### config.mk
export PLATFORM = sky130hd
export DESIGN_NAME = quoted_field_tokenizer_core_flat
export DESIGN_NICKNAME = d
export VERILOG_FILES = /design/src/sv/qft_pkg.sv /design/src/sv/qft_if.sv /design/src/sv/quoted_field_tokenizer_core.sv /design/src/flat_wrapper.sv
export SDC_FILE = /design/constraint.sdc
export NUM_CORES = 1
export LEC_CHECK = 0
export BUFFER_PORTS_ARGS = -buffer_cell sky130_fd_sc_hd__buf_2
export CAP_MARGIN = 20
export CELL_PAD_IN_SITES_DETAIL_PLACEMENT = 0
export CELL_PAD_IN_SITES_GLOBAL_PLACEMENT = 2
export CORE_AREA = 4 4 162 148
export DETAILED_ROUTE_END_ITERATION = 8
export DIE_AREA = 0 0 166 152
export GPL_ROUTABILITY_DRIVEN = 0
export GPL_TIMING_DRIVEN = 0
export PLACE_DENSITY = 0.85
export SLEW_MARGIN = 20
export SYNTH_ARGS = -nofsm -noshare
export SYNTH_HDL_FRONTEND = slang
export SYNTH_SLANG_ARGS = --single-unit
### constraint.sdc
create_clock -name clk_i -period 4 [get_ports clk_i]
set_input_delay 0.8 -clock clk_i [delete_from_list [all_inputs] [get_ports clk_i]]
set_output_delay 0.8 -clock clk_i [all_outputs]
set_load 0.005 [all_outputs]
### src/sv/qft_pkg.sv
// Shared types, constants and helpers for the quoted field tokenizer.
`default_nettype none
package qft_pkg;

  localparam int unsigned SetChars = 4;
  localparam int unsigned CharW    = 8;
  localparam int unsigned SetW     = SetChars * CharW;
  localparam int unsigned ModeW    = 3;
  localparam int unsigned CfgIdxW  = 3;
  localparam int unsigned MaxRes   = 4;
  localparam int unsigned ResCntW  = $clog2(MaxRes + 1);

  localparam logic [CharW-1:0] Backslash = 8'h5C;
  localparam logic [CharW-1:0] CountMax  = 8'hFF;

  localparam logic [ModeW-1:0] ModeReset    = 3'd0;
  localparam logic [CharW-1:0] MaxFldReset  = 8'd0;
  localparam logic [SetW-1:0]  DelimReset   = 32'h0000_0920;
  localparam logic [SetW-1:0]  QuoteReset   = 32'h0000_2227;
  localparam logic [SetW-1:0]  CommentReset = 32'h0000_0023;

  // mode bit positions
  localparam int unsigned ModeEmpty  = 0;
  localparam int unsigned ModeDos    = 1;
  localparam int unsigned ModeNoEsc  = 2;

  typedef enum logic [CfgIdxW-1:0] {
    CfgMode     = 3'd0,
    CfgMaxFlds  = 3'd1,
    CfgDelim    = 3'd2,
    CfgQuote    = 3'd3,
    CfgComment  = 3'd4
  } cfg_idx_e;

  typedef enum logic [1:0] {
    KindChar     = 2'd0,
    KindFieldEnd = 2'd1,
    KindLineOk   = 2'd2,
    KindLineOpen = 2'd3
  } kind_e;

  typedef enum logic [2:0] {
    PhStart  = 3'd0,
    PhSkip   = 3'd1,
    PhCheck  = 3'd2,
    PhPlain  = 3'd4,
    PhQuoted = 3'd5,
    PhDone   = 3'd6
  } phase_e;

  // Membership in a character list; the first zero byte ends the list.
  function automatic logic in_set(input logic [SetW-1:0] set, input logic [CharW-1:0] c);
    logic             alive;
    logic             hit;
    logic [CharW-1:0] b;
    alive = 1'b1;
    hit   = 1'b0;
    for (int i = 0; i < SetChars; i++) begin
      b = set[i*CharW +: CharW];
      if (b == '0) begin
        alive = 1'b0;
      end
      if (alive && (b == c)) begin
        hit = 1'b1;
      end
    end
    return hit;
  endfunction

endpackage
`default_nettype wire

### src/sv/qft_if.sv
// Valid/ready channel interfaces for characters in and tokens out.
`default_nettype none
interface qft_char_if;
  import qft_pkg::*;
  logic             valid;
  logic             ready;
  logic [CharW-1:0] char_code;

  modport source (output valid, output char_code, input ready);
  modport sink   (input valid, input char_code, output ready);
endinterface

interface qft_res_if;
  import qft_pkg::*;
  logic             valid;
  logic             ready;
  logic [1:0]       kind;
  logic [CharW-1:0] char_value;
  logic             last;

  modport source (output valid, output kind, output char_value, output last, input ready);
  modport sink   (input valid, input kind, input char_value, input last, output ready);
endinterface
`default_nettype wire

### src/sv/quoted_field_tokenizer_core.sv
// Quoted field tokenizer: splits a zero-terminated character stream into fields.
// Characters enter one per transfer into an input register; a single pass of logic
// decodes each one against the tokenizer state and loads its results (up to four)
// into a small result buffer that drains one result per cycle unless out_chan
// stalls. A character with one result or none is taken every cycle unless out_chan
// stalls; one with more holds the input register until its last result goes out.
// Field characters are held back one character so that the trailing backslash
// rule can still rewrite a final escaped quote.
`default_nettype none
module quoted_field_tokenizer_core
  import qft_pkg::*;
(
  input  wire logic               clk_i,
  input  wire logic               rst_ni,
  input  wire logic               cfg_we_i,
  input  wire logic [CfgIdxW-1:0] cfg_idx_i,
  input  wire logic [SetW-1:0]    cfg_data_i,
  qft_char_if.sink                in_chan,
  qft_res_if.source               out_chan
);

  localparam int unsigned SlotW = $clog2(MaxRes);

  // configuration
  logic [ModeW-1:0] mode_q;
  logic [CharW-1:0] max_flds_q;
  logic [SetW-1:0]  delim_q;
  logic [SetW-1:0]  quote_q;
  logic [SetW-1:0]  comment_q;

  always_ff @(posedge clk_i or negedge rst_ni) begin
    if (!rst_ni) begin
      mode_q     <= ModeReset;
      max_flds_q <= MaxFldReset;
      delim_q    <= DelimReset;
      quote_q    <= QuoteReset;
      comment_q  <= CommentReset;
    end else if (cfg_we_i) begin
      case (cfg_idx_e'(cfg_idx_i))
        CfgMode:    mode_q     <= cfg_data_i[ModeW-1:0];
        CfgMaxFlds: max_flds_q <= cfg_data_i[CharW-1:0];
        CfgDelim:   delim_q    <= cfg_data_i;
        CfgQuote:   quote_q    <= cfg_data_i;
        CfgComment: comment_q  <= cfg_data_i;
        default:    ;
      endcase
    end
  end

  // input register
  logic             inq_valid_q;
  logic [CharW-1:0] inq_char_q;
  logic             load;
  logic             out_fire;

  // result buffer
  kind_e            res_kind_q [MaxRes];
  logic [CharW-1:0] res_char_q [MaxRes];
  logic [ResCntW-1:0] res_n_q;

  assign out_fire = out_chan.valid && out_chan.ready;
  assign load     = inq_valid_q &&
                    ((res_n_q == '0) || ((res_n_q == ResCntW'(1)) && out_fire));
  assign in_chan.ready = !inq_valid_q || load;

  always_ff @(posedge clk_i or negedge rst_ni) begin
    if (!rst_ni) begin
      inq_valid_q <= 1'b0;
    end else if (in_chan.ready) begin
      inq_valid_q <= in_chan.valid;
    end
  end

  always_ff @(posedge clk_i) begin
    if (in_chan.valid && in_chan.ready) begin
      inq_char_q <= in_chan.char_code;
    end
  end

  // tokenizer state
  phase_e           phase_q, phase_d;
  logic [CharW-1:0] open_q, open_d;
  logic             esc_q, esc_d;
  logic             qwe_q, qwe_d;
  logic             fe_q, fe_d;
  logic [CharW-1:0] fcnt_q, fcnt_d;
  logic             held_v_q, held_v_d;
  logic [CharW-1:0] held_q, held_d;

  // decode
  logic             nz, is_del, is_com, is_q;
  phase_e           ph, ph_after_end;
  logic             reach_check, reach_open, reach_plain;
  logic             end_fld, wr_c, wr_bs, held_v_w;
  logic [CharW-1:0] fcnt_inc;
  logic             e_held, e_bs, e_fend, e_lend;
  kind_e            lend_kind;
  logic             slot_en   [MaxRes];
  kind_e            slot_kind [MaxRes];
  logic [CharW-1:0] slot_char [MaxRes];
  kind_e            new_kind  [MaxRes];
  logic [CharW-1:0] new_char  [MaxRes];
  logic [ResCntW-1:0] new_n;

  assign nz     = inq_char_q != '0;
  assign is_del = in_set(delim_q, inq_char_q);
  assign is_com = in_set(comment_q, inq_char_q);
  assign is_q   = nz && in_set(quote_q, inq_char_q);

  assign fcnt_inc     = (fcnt_q == CountMax) ? fcnt_q : fcnt_q + CharW'(1);
  assign ph_after_end = ((max_flds_q != '0) && (fcnt_inc >= max_flds_q)) ? PhDone :
                        (mode_q[ModeEmpty] ? PhCheck : PhSkip);

  always_comb begin
    ph = phase_q;
    if (phase_q == PhStart) begin
      ph = mode_q[ModeEmpty] ? PhCheck : PhSkip;
    end
  end

  always_comb begin
    phase_d   = ph;
    open_d    = open_q;
    esc_d     = esc_q;
    qwe_d     = qwe_q;
    fe_d      = fe_q;
    fcnt_d    = fcnt_q;
    held_v_d  = held_v_q;
    held_d    = held_q;
    held_v_w  = held_v_q;
    end_fld   = 1'b0;
    wr_c      = 1'b0;
    wr_bs     = 1'b0;
    e_held    = 1'b0;
    e_bs      = 1'b0;
    e_fend    = 1'b0;
    e_lend    = 1'b0;
    lend_kind = KindLineOk;
    reach_check = 1'b0;
    reach_open  = 1'b0;
    reach_plain = 1'b0;

    if (nz) begin
      qwe_d       = 1'b0;
      reach_check = ((ph == PhSkip) && !is_del) || (ph == PhCheck);
      reach_open  = reach_check && !is_com;
      reach_plain = (reach_open && !is_q) || (ph == PhPlain);
      if (reach_check && is_com) begin
        phase_d = PhDone;
      end
      if (reach_open) begin
        fe_d     = 1'b0;
        held_v_w = 1'b0;
        if (is_q) begin
          open_d  = inq_char_q;
          phase_d = PhQuoted;
        end else begin
          open_d  = '0;
          phase_d = PhPlain;
        end
      end
      if (reach_plain) begin
        if (is_del) begin
          if (mode_q[ModeEmpty]) begin
            fe_d = 1'b1;
          end
          end_fld = 1'b1;
        end else begin
          wr_c = 1'b1;
        end
      end
      if (ph == PhQuoted) begin
        if (inq_char_q == open_q) begin
          if (esc_q) begin
            wr_c  = 1'b1;
            esc_d = 1'b0;
            if (mode_q[ModeDos]) begin
              qwe_d = 1'b1;
            end
          end else begin
            end_fld = 1'b1;
          end
        end else if (!mode_q[ModeNoEsc] && (inq_char_q == Backslash)) begin
          esc_d = 1'b1;
        end else begin
          if (esc_q) begin
            wr_bs = 1'b1;
            esc_d = 1'b0;
          end
          wr_c = 1'b1;
        end
      end
      e_held = held_v_w && (end_fld || wr_c || wr_bs);
      e_bs   = wr_bs;
      e_fend = end_fld;
      if (end_fld) begin
        held_v_d = 1'b0;
        fcnt_d   = fcnt_inc;
        open_d   = '0;
        phase_d  = ph_after_end;
      end else if (wr_c) begin
        held_v_d = 1'b1;
        held_d   = inq_char_q;
      end else begin
        held_v_d = held_v_w;
      end
    end else begin
      // line end: one decode step, then return to line start
      e_lend = 1'b1;
      if ((ph == PhQuoted) && !qwe_q) begin
        lend_kind = KindLineOpen;
      end
      case (ph)
        PhCheck: begin
          end_fld = fe_q;
          e_held  = held_v_q && fe_q;
        end
        PhPlain: begin
          end_fld = 1'b1;
          e_held  = held_v_q;
        end
        PhQuoted: begin
          end_fld = 1'b1;
          if (esc_q) begin
            e_held = held_v_q;
            e_bs   = 1'b1;
          end else if (qwe_q) begin
            // escaped closing quote becomes a trailing backslash
            e_bs   = 1'b1;
          end else begin
            e_held = held_v_q;
          end
        end
        default: ;
      endcase
      e_fend   = end_fld;
      phase_d  = PhStart;
      open_d   = '0;
      esc_d    = 1'b0;
      qwe_d    = 1'b0;
      fe_d     = 1'b0;
      fcnt_d   = '0;
      held_v_d = 1'b0;
    end
  end

  // pack results in order: held char, backslash, field end, line end
  always_comb begin
    slot_en[0]   = e_held;
    slot_kind[0] = KindChar;
    slot_char[0] = held_q;
    slot_en[1]   = e_bs;
    slot_kind[1] = KindChar;
    slot_char[1] = Backslash;
    slot_en[2]   = e_fend;
    slot_kind[2] = KindFieldEnd;
    slot_char[2] = '0;
    slot_en[3]   = e_lend;
    slot_kind[3] = lend_kind;
    slot_char[3] = '0;
  end

  always_comb begin
    new_n = '0;
    for (int i = 0; i < MaxRes; i++) begin
      new_kind[i] = KindChar;
      new_char[i] = '0;
    end
    for (int i = 0; i < MaxRes; i++) begin
      if (slot_en[i]) begin
        new_kind[new_n[SlotW-1:0]] = slot_kind[i];
        new_char[new_n[SlotW-1:0]] = slot_char[i];
        new_n = new_n + ResCntW'(1);
      end
    end
  end

  always_ff @(posedge clk_i or negedge rst_ni) begin
    if (!rst_ni) begin
      phase_q  <= PhStart;
      open_q   <= '0;
      esc_q    <= 1'b0;
      qwe_q    <= 1'b0;
      fe_q     <= 1'b0;
      fcnt_q   <= '0;
      held_v_q <= 1'b0;
    end else if (load) begin
      phase_q  <= phase_d;
      open_q   <= open_d;
      esc_q    <= esc_d;
      qwe_q    <= qwe_d;
      fe_q     <= fe_d;
      fcnt_q   <= fcnt_d;
      held_v_q <= held_v_d;
    end
  end

  always_ff @(posedge clk_i) begin
    if (load) begin
      held_q <= held_d;
    end
  end

  always_ff @(posedge clk_i or negedge rst_ni) begin
    if (!rst_ni) begin
      res_n_q <= '0;
    end else if (load) begin
      res_n_q <= new_n;
    end else if (out_fire) begin
      res_n_q <= res_n_q - ResCntW'(1);
    end
  end

  always_ff @(posedge clk_i) begin
    if (load) begin
      for (int i = 0; i < MaxRes; i++) begin
        res_kind_q[i] <= new_kind[i];
        res_char_q[i] <= new_char[i];
      end
    end else if (out_fire) begin
      // advance the queue by one result
      for (int i = 0; i < MaxRes - 1; i++) begin
        res_kind_q[i] <= res_kind_q[i+1];
        res_char_q[i] <= res_char_q[i+1];
      end
    end
  end

  assign out_chan.valid      = res_n_q != '0;
  assign out_chan.kind       = res_kind_q[0];
  assign out_chan.char_value = res_char_q[0];
  assign out_chan.last       = res_n_q == ResCntW'(1);

  // checks
  a_res_bound: assert property (@(posedge clk_i) disable iff (!rst_ni)
    res_n_q <= ResCntW'(MaxRes))
    else $error("result buffer overfilled");

  a_line_reset: assert property (@(posedge clk_i) disable iff (!rst_ni)
    (load && (inq_char_q == '0)) |=> (phase_q == PhStart) && !held_v_q && (fcnt_q == '0))
    else $error("state not cleared after line end");

  a_held_phase: assert property (@(posedge clk_i) disable iff (!rst_ni)
    held_v_q |-> ((phase_q == PhPlain) || (phase_q == PhQuoted)))
    else $error("held character outside a field");

  a_esc_phase: assert property (@(posedge clk_i) disable iff (!rst_ni)
    (esc_q || qwe_q) |-> (phase_q == PhQuoted))
    else $error("escape state outside a quoted field");

  a_load_empty: assert property (@(posedge clk_i) disable iff (!rst_ni)
    load |-> ((res_n_q == '0) || out_fire))
    else $error("results overwritten before transfer");

endmodule
`default_nettype wire

### src/flat_wrapper.sv
// flat-port wrapper written by rule: the top's interface ports become plain ports
module quoted_field_tokenizer_core_flat import qft_pkg::*;
  (clk_i, rst_ni, cfg_we_i, cfg_idx_i, cfg_data_i, in_chan_valid, in_chan_char_code, in_chan_ready, out_chan_valid, out_chan_kind, out_chan_char_value, out_chan_last, out_chan_ready);
  qft_char_if in_chan_i ();
  qft_res_if out_chan_i ();
  input  wire logic clk_i;
  input  wire logic rst_ni;
  input  wire logic cfg_we_i;
  input  wire logic [CfgIdxW-1:0] cfg_idx_i;
  input  wire logic [SetW-1:0] cfg_data_i;
  input wire logic [$bits(in_chan_i.valid)-1:0] in_chan_valid;
  input wire logic [$bits(in_chan_i.char_code)-1:0] in_chan_char_code;
  output wire logic [$bits(in_chan_i.ready)-1:0] in_chan_ready;
  output wire logic [$bits(out_chan_i.valid)-1:0] out_chan_valid;
  output wire logic [$bits(out_chan_i.kind)-1:0] out_chan_kind;
  output wire logic [$bits(out_chan_i.char_value)-1:0] out_chan_char_value;
  output wire logic [$bits(out_chan_i.last)-1:0] out_chan_last;
  input wire logic [$bits(out_chan_i.ready)-1:0] out_chan_ready;
  assign in_chan_i.valid = in_chan_valid;
  assign in_chan_i.char_code = in_chan_char_code;
  assign in_chan_ready = in_chan_i.ready;
  assign out_chan_valid = out_chan_i.valid;
  assign out_chan_kind = out_chan_i.kind;
  assign out_chan_char_value = out_chan_i.char_value;
  assign out_chan_last = out_chan_i.last;
  assign out_chan_i.ready = out_chan_ready;
  quoted_field_tokenizer_core u_core (.clk_i(clk_i), .rst_ni(rst_ni), .cfg_we_i(cfg_we_i), .cfg_idx_i(cfg_idx_i), .cfg_data_i(cfg_data_i), .in_chan(in_chan_i), .out_chan(out_chan_i));
endmodule
# Yosys cells after proc, flatten, opt, wreduce, memory -nomap -nowiden
# Memories as Yosys holds them, arrays and structs flattened.
# Cells that the tools add are included.
word_totals:
  reg_bits: 150
  latch_bits: 0
  mem_bits_rw: 40
  rom_bits: 0
  input_bits: 48
  output_inout_bits: 13
  wordCells: 266
  n_memories: 2
memory_table:
  columns: ["name", "words", "width", "rd", "rd_ports_with_merged_regs", "write_ports", "line", "source"]
  rows:
  - ["u_core.res_char_q", 4, 8, 4, 0, 4, "quoted_field_tokenizer_core.sv:58", "logic [CharW-1:0] res_char_q [MaxRes];"]
  - ["u_core.res_kind_q", 4, 2, 4, 0, 4, "quoted_field_tokenizer_core.sv:57", "kind_e res_kind_q [MaxRes];"]
classes:
  add_sub_neg: 5
  n_mul: 0
  div: 0
  n_lt_le_gt_ge: 7
  n_eq_ne: 27
  shifts: 0
  mux: 122
  bitwise: 17
  n_reduce_logical: 70
ops:
  columns: ["op", "count"]
  rows:
  - ["8-bit two-way mux", 15]
  - ["8-bit equality test", 13]
  - ["8-bit zero test", 12]
  - ["32-bit two-way mux", 3]
  - ["1-bit two-way mux", 77]
  - ["32-bit bitwise AND", 2]
  - ["32-bit NOT", 2]
  - ["8-bit demux with 2-bit select", 3]
  - ["3-bit two-way mux", 11]
  - ["1-bit logical AND", 29]
  - ["16-bit bitwise AND", 1]
  - ["16-bit NOT", 1]
  - ["16-bit bitwise OR", 1]
  - ["2-bit AND reduction", 8]
  - ["8-bit nonzero test", 2]
  - ["2-bit two-way mux", 7]
  - ["3-bit by 1-bit equality test with 1-bit output, second input constant", 3]
  - ["3-bit by 2-bit equality test with 1-bit output, second input constant", 3]
  - ["3-bit equality test, second input constant", 3]
  - ["3-bit >= comparator, second input constant", 3]
  - ["3-bit zero test", 3]
  - ["3-bit by 1-bit less-than comparator with 1-bit output, second input constant", 3]
  - ["8-bit by 1-bit adder with 8-bit output, second input constant", 1]
  - ["8-bit bitwise mux", 1]
  - ["other kinds (22)", 41]

# Depth between registers and ports, before layout
# Gate-level depths: netlist of the first run.
depth:
  ltp_word: 36
  depth_mapped: 19
  ltp_nobuf: 17

# Worst setup path after synthesis of the first run
# No wires, ideal clock.
synth_path:
  path_type: "reg-to-reg"
  from: "register u_core.inq_char_q[7]"
  to: "register u_core.res_n_q[2]"
  arrival_time_ns: 3.339
  required_ns: 3.880
  path_slack_ns: 0.541
  stages_incl_launch_ff: 18
  n_path_buf: 3
  period_less_slack_ns: 3.459
  path_cell_list: "edfxtp_1 buf_4 buf_6 nor4_1 nor3b_1 nand2_1 nand3_1 nand2_1 o21bai_1 clkinv_1 ha_1 mux2i_1 inv_1 ha_1 and3_1 clkbuf_1 xnor2_1 a31o_2"
synth_between:
  elab_chain_len: 29
  elab_cells_between_ends: 82
  classes_between: "3 x add/sub; 14 x eq/ne; 39 x mux; 26 x reduce/logical"
synth_lines:
  columns: ["item", "line", "source"]
  rows:
  - ["start: declaration", "quoted_field_tokenizer_core.sv:52", "logic [CharW-1:0] inq_char_q;"]
  - ["start signal: assignment", "quoted_field_tokenizer_core.sv:76", "inq_char_q <= in_chan.char_code;"]
  - ["8-bit equality test", "qft_pkg.sv:63", "if (alive && (b == c)) begin"]
  - ["1-bit logical AND", "qft_pkg.sv:63", null]
  - ["1-bit two-way mux (4 in series)", "qft_pkg.sv:63", null]
  - ["1-bit zero test", "quoted_field_tokenizer_core.sv:145", "reach_check = ((ph == PhSkip) && !is_del) || (ph == PhCheck);"]
  - ["1-bit logical AND", "quoted_field_tokenizer_core.sv:145", null]
  - ["1-bit logical OR", "quoted_field_tokenizer_core.sv:145", null]
  - ["1-bit logical AND", "quoted_field_tokenizer_core.sv:146", "reach_open = reach_check && !is_com;"]
  - ["1-bit logical AND", "quoted_field_tokenizer_core.sv:147", "reach_plain = (reach_open && !is_q) || (ph == PhPlain);"]
  - ["[10 not listed]", null, null]
  - ["1-bit two-way mux", "quoted_field_tokenizer_core.sv:270", "if (slot_en[i]) begin"]
  - ["1-bit by 1-bit adder with 2-bit output", "quoted_field_tokenizer_core.sv:273", "new_n = new_n + ResCntW'(1);"]
  - ["3-bit two-way mux", "quoted_field_tokenizer_core.sv:270", null]
  - ["3-bit by 1-bit adder with 3-bit output", "quoted_field_tokenizer_core.sv:273", null]
  - ["3-bit two-way mux", "quoted_field_tokenizer_core.sv:270", null]
  - ["3-bit by 1-bit adder with 3-bit output", "quoted_field_tokenizer_core.sv:273", null]
  - ["3-bit two-way mux *", "quoted_field_tokenizer_core.sv:270", null]
  - ["3-bit two-way mux *", "quoted_field_tokenizer_core.sv:307", "end else if (load) begin"]
  - ["end signal: assignment", "quoted_field_tokenizer_core.sv:308", "res_n_q <= new_n;"]
  - ["end signal: assignment", "quoted_field_tokenizer_core.sv:310", "res_n_q <= res_n_q - ResCntW'(1);"]
  - ["end: declaration", "quoted_field_tokenizer_core.sv:59", "logic [ResCntW-1:0] res_n_q;"]
# Every way passes the cells marked *; elsewhere a longest branch is shown, timed or not. The select of a mux whose other input is x is not followed.
# A chain may end at the register's enable or synchronous reset.

# Final worst setup path of the first run
# Ends and elaborated chain as after synthesis.

==> impl_results.md, run 1 <==
- Wire per inst: ~19 um
- Hold Path Class: in2async
- Worst Path Max Fanout: 6
- Max-slew violation count: 0
- CTS tree: done
- Tmin final: approximately 3.7 ns
- Initial antenna violation count: 0
- Die X-Extent: ~170 um
- Post-synthesis simple-gate area fraction: 0.120
- Share of cells above drive strength 1: 0.300
- Post-CTS Setup Inserts: 0
- Cts bufs inserted: 17
- Clock Skew: between 0.015 and 0.02 ns
- Routed WL: about 22,000 um
- RSZ-0062 raised after global routing: false
- DR vias/cell: approximately 5.1
- Clk Tree Root Cell: clkbuf_16
- Final setup viols: 0
- Netlist area before placement: 9000 um2
- Die Y: around 150 um
- Io pins: 61
- CTS clk-pin slew, worst paths: around 0.070 ns
- Crit end category: flop
- Buf/Inv on CP: 3
- Max IR drop VDD: ~0.00021 V
- Leakage: 4.35 nW
- Slew headroom: 0.250
- Clock Tree Buf Depth: 2
- EDFF count, synth: 33
- Critical Path AT: between 4 and 5 ns
- Final count of hold timing violations: 0
- Worst-Skew Late Latency: approximately 0.44 ns
- Syn Nets: around 860
- DR vias: a little over 6,000
- Largest family of logic cells by synthesized area: multiplexers
- H-tree Lvls: 4
- Worst endpoint required time: ~4.3 ns
- Post-synthesis adder-cell area fraction: 0.0278
- Most frequent cells in the layout: dfrtp_1, mux2_2, xor2_1, nand2_1, buf_2
- DP HPWL: ~16,000 um
- Post-synthesis mux area share: 0.136
- Antenna Violating Nets Remaining: 0
- Synth Instances: around 800
- Filler cells: approximately 2,100
- Most common cell after layout, fill and taps aside: dfrtp_1
- Top_reg_cell synth: dfrtp_1
- Largest net degree at the start of global routing: 75
- Area fraction in compound gates after synthesis: 0.0707
- Post-synth cell types: 65
- Worst-path cell chain: buf_4 > xor2_1 > nor4_1 > nand4_1 > and3_1 > a2111o_1 > nand4bb_4 > a31oi_4 > mux2i_4 > inv_1 > ha_1 > and3_1 > clkbuf_1 > xnor2_1 > a31o_2
- CTS Hold Buffers Added: 0
- Total track usage: 0.176
- Power Density: ~590 nW/um2
- Total gr overflow: 0
- Layout area overhead: 15.6%
- Final worst path period share: 0.935
- Slowest CP cell: a2111o_1
- Dpl cells: about 1,100
- TritonCTS Sinks: approximately 170
- Final net count: about 940
- Post-synthesis register bit count: approximately 170
- Status: finished clean
- Fin Setup TNS: 0 ns
- Vias in the first global route: 5,934
- Post-route DRC: 0
- FFs w/ async S/R, synth: 0.802
- Drt initial violations: 371
- First-pass GRT wire length: roughly 35,000 um
- Slowest stage delay, CP: approximately 0.45 ns
- Fin cells: between 1,000 and 1,500
- Top delay family on crit path: simple AND/OR/NAND/NOR gates
- DRT Pass-1 Iters: 5
- Total core area: 22,300 um2
- F_max: 0.267 GHz
- Register area share after synthesis: 0.484
- Yosys Warn Count: 0
- Die area: 25,200 um2
- Syn Area/Cell: ~11 um2
- Post-Synth XOR/XNOR Area: 0.107
- WS Path Type: reg2reg
- Diodes inserted: 0
- Starting density of the core: 0.404
- Max-Cap Viols: 0
- FP Rows: 52
- Crit path top cell by count: and3_1
- Pwr Total: between 6 and 7 mW
- Port Buf Inserts: 60
- Startpoint type of the worst setup path: flop
- Least-Margin Pin Slew: approximately 1.1 ns
## through the flow
stage / area, um2 / setup slack [ns] / utilization / hold slack (ns)
after CTS: 10300 / 0.00122 / 0.464 / 0.307
after detailed placement: 9710 / -0.450 / 0.435 / 0.441
after floorplan: 9000 / 0.541 / - / 0.421
after global placement: 9680 / -0.373 / 0.434 / 0.427
final: 10400 / 0.260 / 0.466 / 0.297
after global routing: 10400 / 0.0175 / 0.466 / 0.319
## flip-flops by register name (all words and copies together), names as in the netlist
name,count
u_core.comment_q,32
u_core.delim_q,32
u_core.quote_q,32
u_core.res_char_q,9
u_core.fcnt_q,8
u_core.held_q,8
u_core.inq_char_q,8
u_core.max_flds_q,8
u_core.open_q,8
u_core.res_kind_q,8
u_core.mode_q,3
u_core.phase_q,3
u_core.res_n_q,3
u_core.esc_q,1
u_core.fe_q,1
u_core.held_v_q,1
u_core.inq_valid_q,1
u_core.qwe_q,1
## Yosys cell counts (4+ instances only)
| cell | instances | area (um2) |
|---|---|---|
| edfxtp_1 | 33 | 991 |
| o21ai_0 | 19 | 95.1 |
| mux2i_1 | 9 | 90.1 |
| and3_1 | 7 | 43.8 |
| xnor2_1 | 23 | 201 |
| ha_1 | 20 | 250 |
| nor3_1 | 12 | 60.1 |
| dfstp_2 | 12 | 315 |
| nand2_1 | 66 | 248 |
| buf_8 | 4 | 60.1 |
| a22o_1 | 5 | 43.8 |
| nor2_1 | 29 | 109 |
| nor2b_1 | 5 | 31.3 |
| buf_4 | 13 | 97.6 |
| clkbuf_1 | 13 | 48.8 |
| nand3_1 | 17 | 85.1 |
| buf_6 | 10 | 113 |
| inv_1 | 31 | 116 |
| a31oi_1 | 10 | 62.6 |
| nand4_1 | 7 | 43.8 |
| nor4_1 | 42 | 263 |
| dfrtp_1 | 122 | 3050 |
| a21oi_1 | 27 | 135 |
| xor2_1 | 87 | 762 |
| mux2_2 | 101 | 1140 |
## path summary, 6_finish.rpt
check | slack, ns | endpoint | from | depth (start not counted)
min | 0.30 | u_core.comment_q[12]$_DFFE_PN0P_ | rst_ni | 1
min reg2reg | 0.45 | u_core.held_q[3]$_DFFE_PP_ | u_core.inq_char_q[3]$_DFFE_PP_ | 0
max in group asynchronous | 2.91 | u_core.quote_q[0]$_DFFE_PN1P_ | rst_ni | 2
min in group clk_i | 0.45 | u_core.held_q[3]$_DFFE_PP_ | u_core.inq_char_q[3]$_DFFE_PP_ | 0
max reg2reg | 0.26 | u_core.res_n_q[2]$_DFFE_PN0P_ | u_core.inq_char_q[7]$_DFFE_PP_ | 15
max | 0.26 | u_core.res_n_q[2]$_DFFE_PN0P_ | u_core.inq_char_q[7]$_DFFE_PP_ | 15
## repair_timing
item | 4_1_cts | 5_1_grt
gates resized for setup | 5 | 11
gates cloned | 0 | 0
endpoints found under the setup margin | 8 | 5
## routing by layer
layer / share of wire / global-route usage / wire length (um) / vias to the layer above
met1: 0.50 / 0.263 / 11000 / 2965
met5: 0 / 0 / 0 / -
met4: 0.0098 / 0.0377 / 216 / 0
li1: - / - / - / 2956
met3: 0.042 / 0.0400 / 934 / 17
met2: 0.45 / 0.262 / 9840 / 107
## where the power goes
group | switching (mW) | leakage [nW] | internal [mW]
registers | 0.342 | 1.94 | 2.23
logic | 0.977 | 2.12 | 0.890
clock network | 0.735 | 0.294 | 0.971
total | 2.05 | 4.35 | 4.09
## kinds of logic after synthesis
logic type               after synthesis
multiplexers                         110
flip-flops                           167
adder cells (fa/ha/maj)               20
AND/OR/NAND/NOR                      208
XOR/XNOR                             110
AO/OA/AOI/OAI                         96
buffers and inverters                 78
## cell type report
cell class                      instances  area [um2]  area share
Buffer                                 46         367      0.0352
Clock buffer                           18         450      0.0433
Clock inverter                         14         159      0.0153
Inverter                               32         121      0.0117
Multi-Input combinational cell        544        4240       0.408
Sequential cell                       167        4360       0.419
Tap cell                              297         372      0.0357
Timing Repair Buffer                   61         338      0.0325
No activity file was read; power rests on OpenSTA's default activity.
==> inputs of run 2 (changes only) <==
Settings changed: CTS_CLUSTER_DIAMETER set to 150, REMOVE_ABC_BUFFERS set to 1.
==> impl_results.md, run 2 (same netlist as run 1, synthesis figures left out) <==
- Total core area: 22,300 um2 (unchanged)
- Startpoint type of the worst setup path: flop
- CTS tree: done
- Critical Path AT: 4.10 ns (+0.04 ns)
- Total track usage: 0.163 (-0.0123)
- Clk Tree Root Cell: clkbuf_16
- Drt initial violations: 322 (-13%)
- Worst endpoint required time: 4.32 ns (about the same)
- Status: finished clean
- Clock power frac: 0.281 (+0.003)
- Final Instance Area: 10,300 um2 (-0.82%)
- DR vias: 6,080 (+0.58%)
- Sequential cell area: 4360 um2 (unchanged)
- Vias in the first global route: 6,108 (+2.9%)
- Slew headroom: 0.377 (+0.126)
- Worst-Skew Late Latency: 0.43 ns (about the same)
- Die Y: 152 um (unchanged)
- Worst Path Max Fanout: 6 (unchanged)
- Initial antenna violation count: 0 (unchanged)
- Io pins: 61 (unchanged)
- Multi-input logic area: 4200 um2 (-1.0%)
- Die area: 25,200 um2 (unchanged)
- Clock Tree Buf Depth: 2 (unchanged)
- H-tree Lvls: 4 (unchanged)
- Part of the power in registers: 0.426 (+0.008)
- Share of cells above drive strength 1: 0.304 (+0.00334)
- Biggest regs: u_core.comment_q x32, u_core.delim_q x32, u_core.quote_q x32
- Pint: 4.02 mW (-1.7%)
- Total gr overflow: 0 (unchanged)
- RSZ-0062 raised after global routing: false
- Wire per inst: 17.6 um (-5.7%)
- F_max: 0.265 GHz (-0.94%)
- Hold Path Class: in2async
- Cell Area, Placed: 9440 um2 (-2.8%)
- Tmin final: 3.78 ns (+0.0357 ns)
- Starting density of the core: 0.404 (unchanged)
- Antenna Violating Nets Remaining: 0 (unchanged)
- Max-Cap Viols: 0 (unchanged)
- Layout area overhead: 14.7%
- WS Path Type: reg2reg
- Leakage: 4.34 nW (-0.12%)
- Least-Margin Pin Slew: 0.931 ns (-0.185 ns)
- Final worst path period share: 0.944 (+0.00891)
- Comb pwr share: 0.293 (-0.011)
- DRT Pass-1 Iters: 4 (-1)
- Die X-Extent: 166 um (unchanged)
- DR vias/cell: 5.21 (+1.7%)
- TritonCTS Sinks: 167 (unchanged)
- Crit end category: flop
- Pwr Total: 6.04 mW (-1.7%)
- Clock Skew: 0.0121 ns (-0.00435 ns)
- Post-route DRC: 0 (unchanged)
- Port Buf Inserts: 60 (unchanged)
- FP Rows: 52 (unchanged)
- Routed WL: 20,500 um (-6.8%)
- DP HPWL: 14,100 um (-10%)
- First-pass GRT wire length: 32,900 um (-5.7%)
- Largest net degree at the start of global routing: 85 (+13%)
- Final setup viols: 0 (unchanged)
- Cts bufs inserted: 17 (unchanged)
- Diodes inserted: 0 (unchanged)
- Max-slew violation count: 0 (unchanged)
- CTS clk-pin slew, worst paths: 0.07 ns (about the same)
- Net switching power: 2.02 mW (-1.7%)
- Fin Setup TNS: 0 ns (unchanged)
- Final net count: 924 (-1.4%)
- Power Density: 585 nW/um2 (-0.92%)
- Sw Ratio: 0.334 (about the same)
- Final core occ: 0.463 (-0.00381)
- Filler cells: 2,077 (-1.5%)
- Hold WS: 0.264 ns (-0.0331 ns)
- Most common cell after layout, fill and taps aside: dfrtp_1
- Max IR drop VDD: 0.000283 V (+32%)
- Most frequent cells in the layout: dfrtp_1, mux2_2, xor2_1, nand2_1, buf_2
- Final count of hold timing violations: 0 (unchanged)
run 2: changes by cell type in the layout (fill, tap and decap cells not counted), sizes merged:
cell,previous run,this run
clkbuf,34,17
inv,37,41
buf,91,94
clkinv,5,3
clkinvlp,2,1
run 2: per-stage QoR:
stage | setup WS, ns | std cells
final | 0.224 | 1166
after CTS | 0.0636 | 1166
after floorplan | 0.361 | 743
after global routing | 0.0180 | 1166
after global placement | -1.14 | 1100
after detailed placement | -0.626 | 1106
run 2: what timing repair did:
item | in CTS | in global routing
hold endpoints to repair | 0 | 0
endpoints found under the setup margin | 10 | 6
buffers inserted | 28 | 0
hold buffers | 0 | 0
resized for setup | 2 | 4
run 2: final timing paths:
kind	startpoint	end	slack, ns	cells past startpoint
min in group clk_i	u_core.fe_q$_DFFE_PN0P_	u_core.fe_q$_DFFE_PN0P_	0.50	1
max in group asynchronous	rst_ni	u_core.quote_q[2]$_DFFE_PN1P_	2.94	2
setup reg to reg	u_core.inq_char_q[5]$_DFFE_PP_	u_core.res_n_q[2]$_DFFE_PN0P_	0.22	14
setup / recovery	u_core.inq_char_q[5]$_DFFE_PP_	u_core.res_n_q[2]$_DFFE_PN0P_	0.22	14
hold / removal	rst_ni	u_core.comment_q[22]$_DFFE_PN0P_	0.26	1
hold reg to reg	u_core.fe_q$_DFFE_PN0P_	u_core.fe_q$_DFFE_PN0P_	0.50	1
run 2: final cells by class:
type | count | area share
tap | 297 | 0.0360
multi-input combinational | 544 | 0.407
clock inverter | 15 | 0.0175
inverter | 32 | 0.0116
sequential | 167 | 0.422
clock buffer | 17 | 0.0412
timing repair buffer | 94 | 0.0647
run 2: metal layers:
metal | part of all wire | vias to the layer above | track usage
li1 | - | 2926 | -
met1 | 0.50 | 3047 | 0.240
met2 | 0.46 | 95 | 0.255
met3 | 0.030 | 12 | 0.0247
met4 | 0.0088 | 0 | 0.0424
met5 | 0 | - | 0
run 2: worst max-delay path, stage by stage, from the launching register on:
cell and delay [ns]:
edfxtp_1 0.50, buf_12 0.19, xor2_1 0.16, nor4_2 0.32, a22oi_1 0.21, and3_1 0.27, a2111o_1 0.48, nand4bb_4 0.18
a31oi_2 0.14, mux2i_2 0.31, inv_1 0.11, ha_1 0.21, and3_1 0.19, xnor2_1 0.16, a31o_2 0.25
run 2: power groups by stage:
stage               clock network (mW)  registers (mW)  logic (mW)
floorplan                            0            2.59        1.15
global placement                     0            2.73        1.48
detailed placement                   0            2.74        1.51
CTS                               1.73            2.57        1.78
global route                      1.81            2.63        1.98
finish                            1.70            2.57        1.77
==> inputs of run 3 (changes only) <==
Settings changed: PLACE_DENSITY 0.85 to 0.77.
==> impl_results.md, run 3 (same netlist as run 1, synthesis figures left out) <==
- Final core occ: 0.462 (-0.000561)
- M1 wire length: 10,200 um (-1.2%)
- Sequential cell area: 4360 um2 (unchanged)
- Max IR drop VDD: 0.000253 V (-10%)
- Die Y: 152 um (unchanged)
- Antenna Violating Nets Remaining: 0 (unchanged)
- Die area: 25,200 um2 (unchanged)
- Wire per inst: 18.7 um (+6.5%)
- Slew headroom: 0.388 (+0.0110)
- RSZ-0062 raised after global routing: false
- Clk Tree Root Cell: clkbuf_16
- Total gr overflow: 0 (unchanged)
- Post-route DRC: 0 (unchanged)
- Final worst path period share: 0.948 (+0.00401)
- Status: finished clean
- Clock power frac: 0.265 (-0.016)
- Most frequent cells in the layout: dfrtp_1, mux2_2, xor2_1, nand2_1, buf_2
- Critical Path AT: 4.11 ns (about the same)
- CTS clk-pin slew, worst paths: 0.07 ns (about the same)
- Routed WL: 21,800 um (+6.5%)
- Final setup viols: 0 (unchanged)
- Wire length on met2: 10,600 um (+13%)
- DRT Pass-1 Iters: 4 (unchanged)
- Pre-CTS WS: -0.643 ns (-0.0171 ns)
- Starting density of the core: 0.404 (unchanged)
- WS Path Type: reg2reg
- Top routing layer used: met4
- Io pins: 61 (unchanged)
- Diodes inserted: 0 (unchanged)
- Worst R2R Setup Slack: 0.21 ns (-0.02 ns)
- Max-Cap Viols: 0 (unchanged)
- Worst Path Max Fanout: 10 (+4)
- Startpoint type of the worst setup path: flop
- Biggest regs: u_core.comment_q x32, u_core.delim_q x32, u_core.quote_q x32
- Least-Margin Pin Slew: 0.915 ns (-0.0165 ns)
- Power Density: 578 nW/um2 (-1.1%)
- Leakage: 4.33 nW (-0.30%)
- Final net count: 924 (unchanged)
- Routed wl met3: 795 um (+29%)
- Die X-Extent: 166 um (unchanged)
- CTS tree: done
- Fin cells: 1,166 (unchanged)
- Most common cell after layout, fill and taps aside: dfrtp_1
- Clock Skew: 0.0161 ns (+0.00401 ns)
- Port Buf Inserts: 60 (unchanged)
- TritonCTS Sinks: 167 (unchanged)
- Dpl cells: 1,107 (+0.090%)
- Fin Setup TNS: 0 ns (unchanged)
- Cts bufs inserted: 17 (unchanged)
- Multi-input logic area: 4200 um2 (about the same)
- Total core area: 22,300 um2 (unchanged)
- DR vias: 6,126 (+0.76%)
- F_max: 0.264 GHz (-0.42%)
- H-tree Lvls: 4 (unchanged)
- Tmin final: 3.79 ns (+0.0160 ns)
- Pint: 3.90 mW (-3.0%)
- Total track usage: 0.173 (+0.00916)
- Hold Path Class: in2async
- Sw Ratio: 0.346 (+0.0118)
- Share of cells above drive strength 1: 0.303 (-0.00115)
- Largest net degree at the start of global routing: 77 (-9.4%)
- FP Rows: 52 (unchanged)
- First-pass GRT wire length: 34,700 um (+5.4%)
- Filler cells: 2,032 (-2.2%)
- Vias in the first global route: 6,339 (+3.8%)
- Net switching power: 2.07 mW (+2.3%)
- DP HPWL: 15,300 um (+9.0%)
- Worst endpoint required time: 4.32 ns (about the same)
- Layout area overhead: 14.5%
- Clock Tree Buf Depth: 2 (unchanged)
- CTS Hold Buffers Added: 0 (unchanged)
- Initial antenna violation count: 0 (unchanged)
- Final count of hold timing violations: 0 (unchanged)
- Crit end category: flop
- Drt initial violations: 361 (+12%)
- Setup WS post-layout: 0.208 ns (-0.0160 ns)
- DR vias/cell: 5.25 (+0.76%)
- Comb pwr share: 0.303 (+0.010)
- Part of the power in registers: 0.432 (+0.006)
- Worst-Skew Late Latency: 0.43 ns (about the same)
- Max-slew violation count: 0 (unchanged)
==> run 3: cell type report <==
type                    instances  area share
clock buffers                  17      0.0413
clock inverters                15      0.0136
inverters                      32      0.0116
multi-input cells             544       0.407
flip-flops and latches        167       0.423
well taps                     297      0.0360
repair buffers                 94      0.0678
==> run 3: per-layer routing <==
| metal | GRT usage | up-vias |
|---|---|---|
| li1 | - | 2922 |
| met5 | 0 | - |
| met2 | 0.288 | 112 |
| met1 | 0.233 | 3075 |
| met3 | 0.0325 | 17 |
| met4 | 0.0420 | 0 |
==> run 3: critical path: stages (launching register included) <==
cell	delay [ns]
edfxtp_1	0.48
buf_4	0.25
xor2_1	0.19
nor4_2	0.06
a22oi_1	0.32
and3_1	0.31
a2111o_1	0.27
nand4bb_4	0.18
a31oi_1	0.36
mux2i_2	0.34
inv_1	0.11
ha_1	0.20
and3_1	0.19
xnor2_1	0.16
a31o_2	0.25
==> run 3: final timing paths <==
kind | startpoint | end | cells past startpoint
worst max-delay path | u_core.inq_char_q[0]$_DFFE_PP_ | u_core.res_n_q[2]$_DFFE_PN0P_ | 14
worst min register to register | u_core.fe_q$_DFFE_PN0P_ | u_core.fe_q$_DFFE_PN0P_ | 1
max in group asynchronous | rst_ni | u_core.comment_q[5]$_DFFE_PN1P_ | 2
worst min-delay path | rst_ni | u_core.quote_q[14]$_DFFE_PN0P_ | 1
min in group clk_i | u_core.fe_q$_DFFE_PN0P_ | u_core.fe_q$_DFFE_PN0P_ | 1
worst max register to register | u_core.inq_char_q[0]$_DFFE_PP_ | u_core.res_n_q[2]$_DFFE_PN0P_ | 14
==> run 3: per-stage QoR <==
stage          hold WS, ns  total power [mW]  cell area [um2]
5_1_grt              0.316              6.34            10300
3_5_place_dp         0.505              4.32             9480
2_1_floorplan        0.466              3.74             8640
6_report             0.295              5.96            10300
4_1_cts              0.307              6.02            10300
3_3_place_gp         0.484              4.22             9310
==> run 3: repair_timing <==
action | in CTS | in global routing
cloned | 0 | 0
pin swaps | 0 | 0
setup buffers | 25 | 2
endpoints found under the setup margin | 10 | 8
resized for setup | 3 | 2
==> run 3: power groups by stage <==
stage          Sequential, mW  Combinational, mW  Clock [mW]
6_report                 2.58               1.81        1.58
5_1_grt                  2.64               2.02        1.69
4_1_cts                  2.58               1.82        1.61
3_5_place_dp             2.75               1.57           0
3_3_place_gp             2.74               1.48           0
2_1_floorplan            2.59               1.15           0
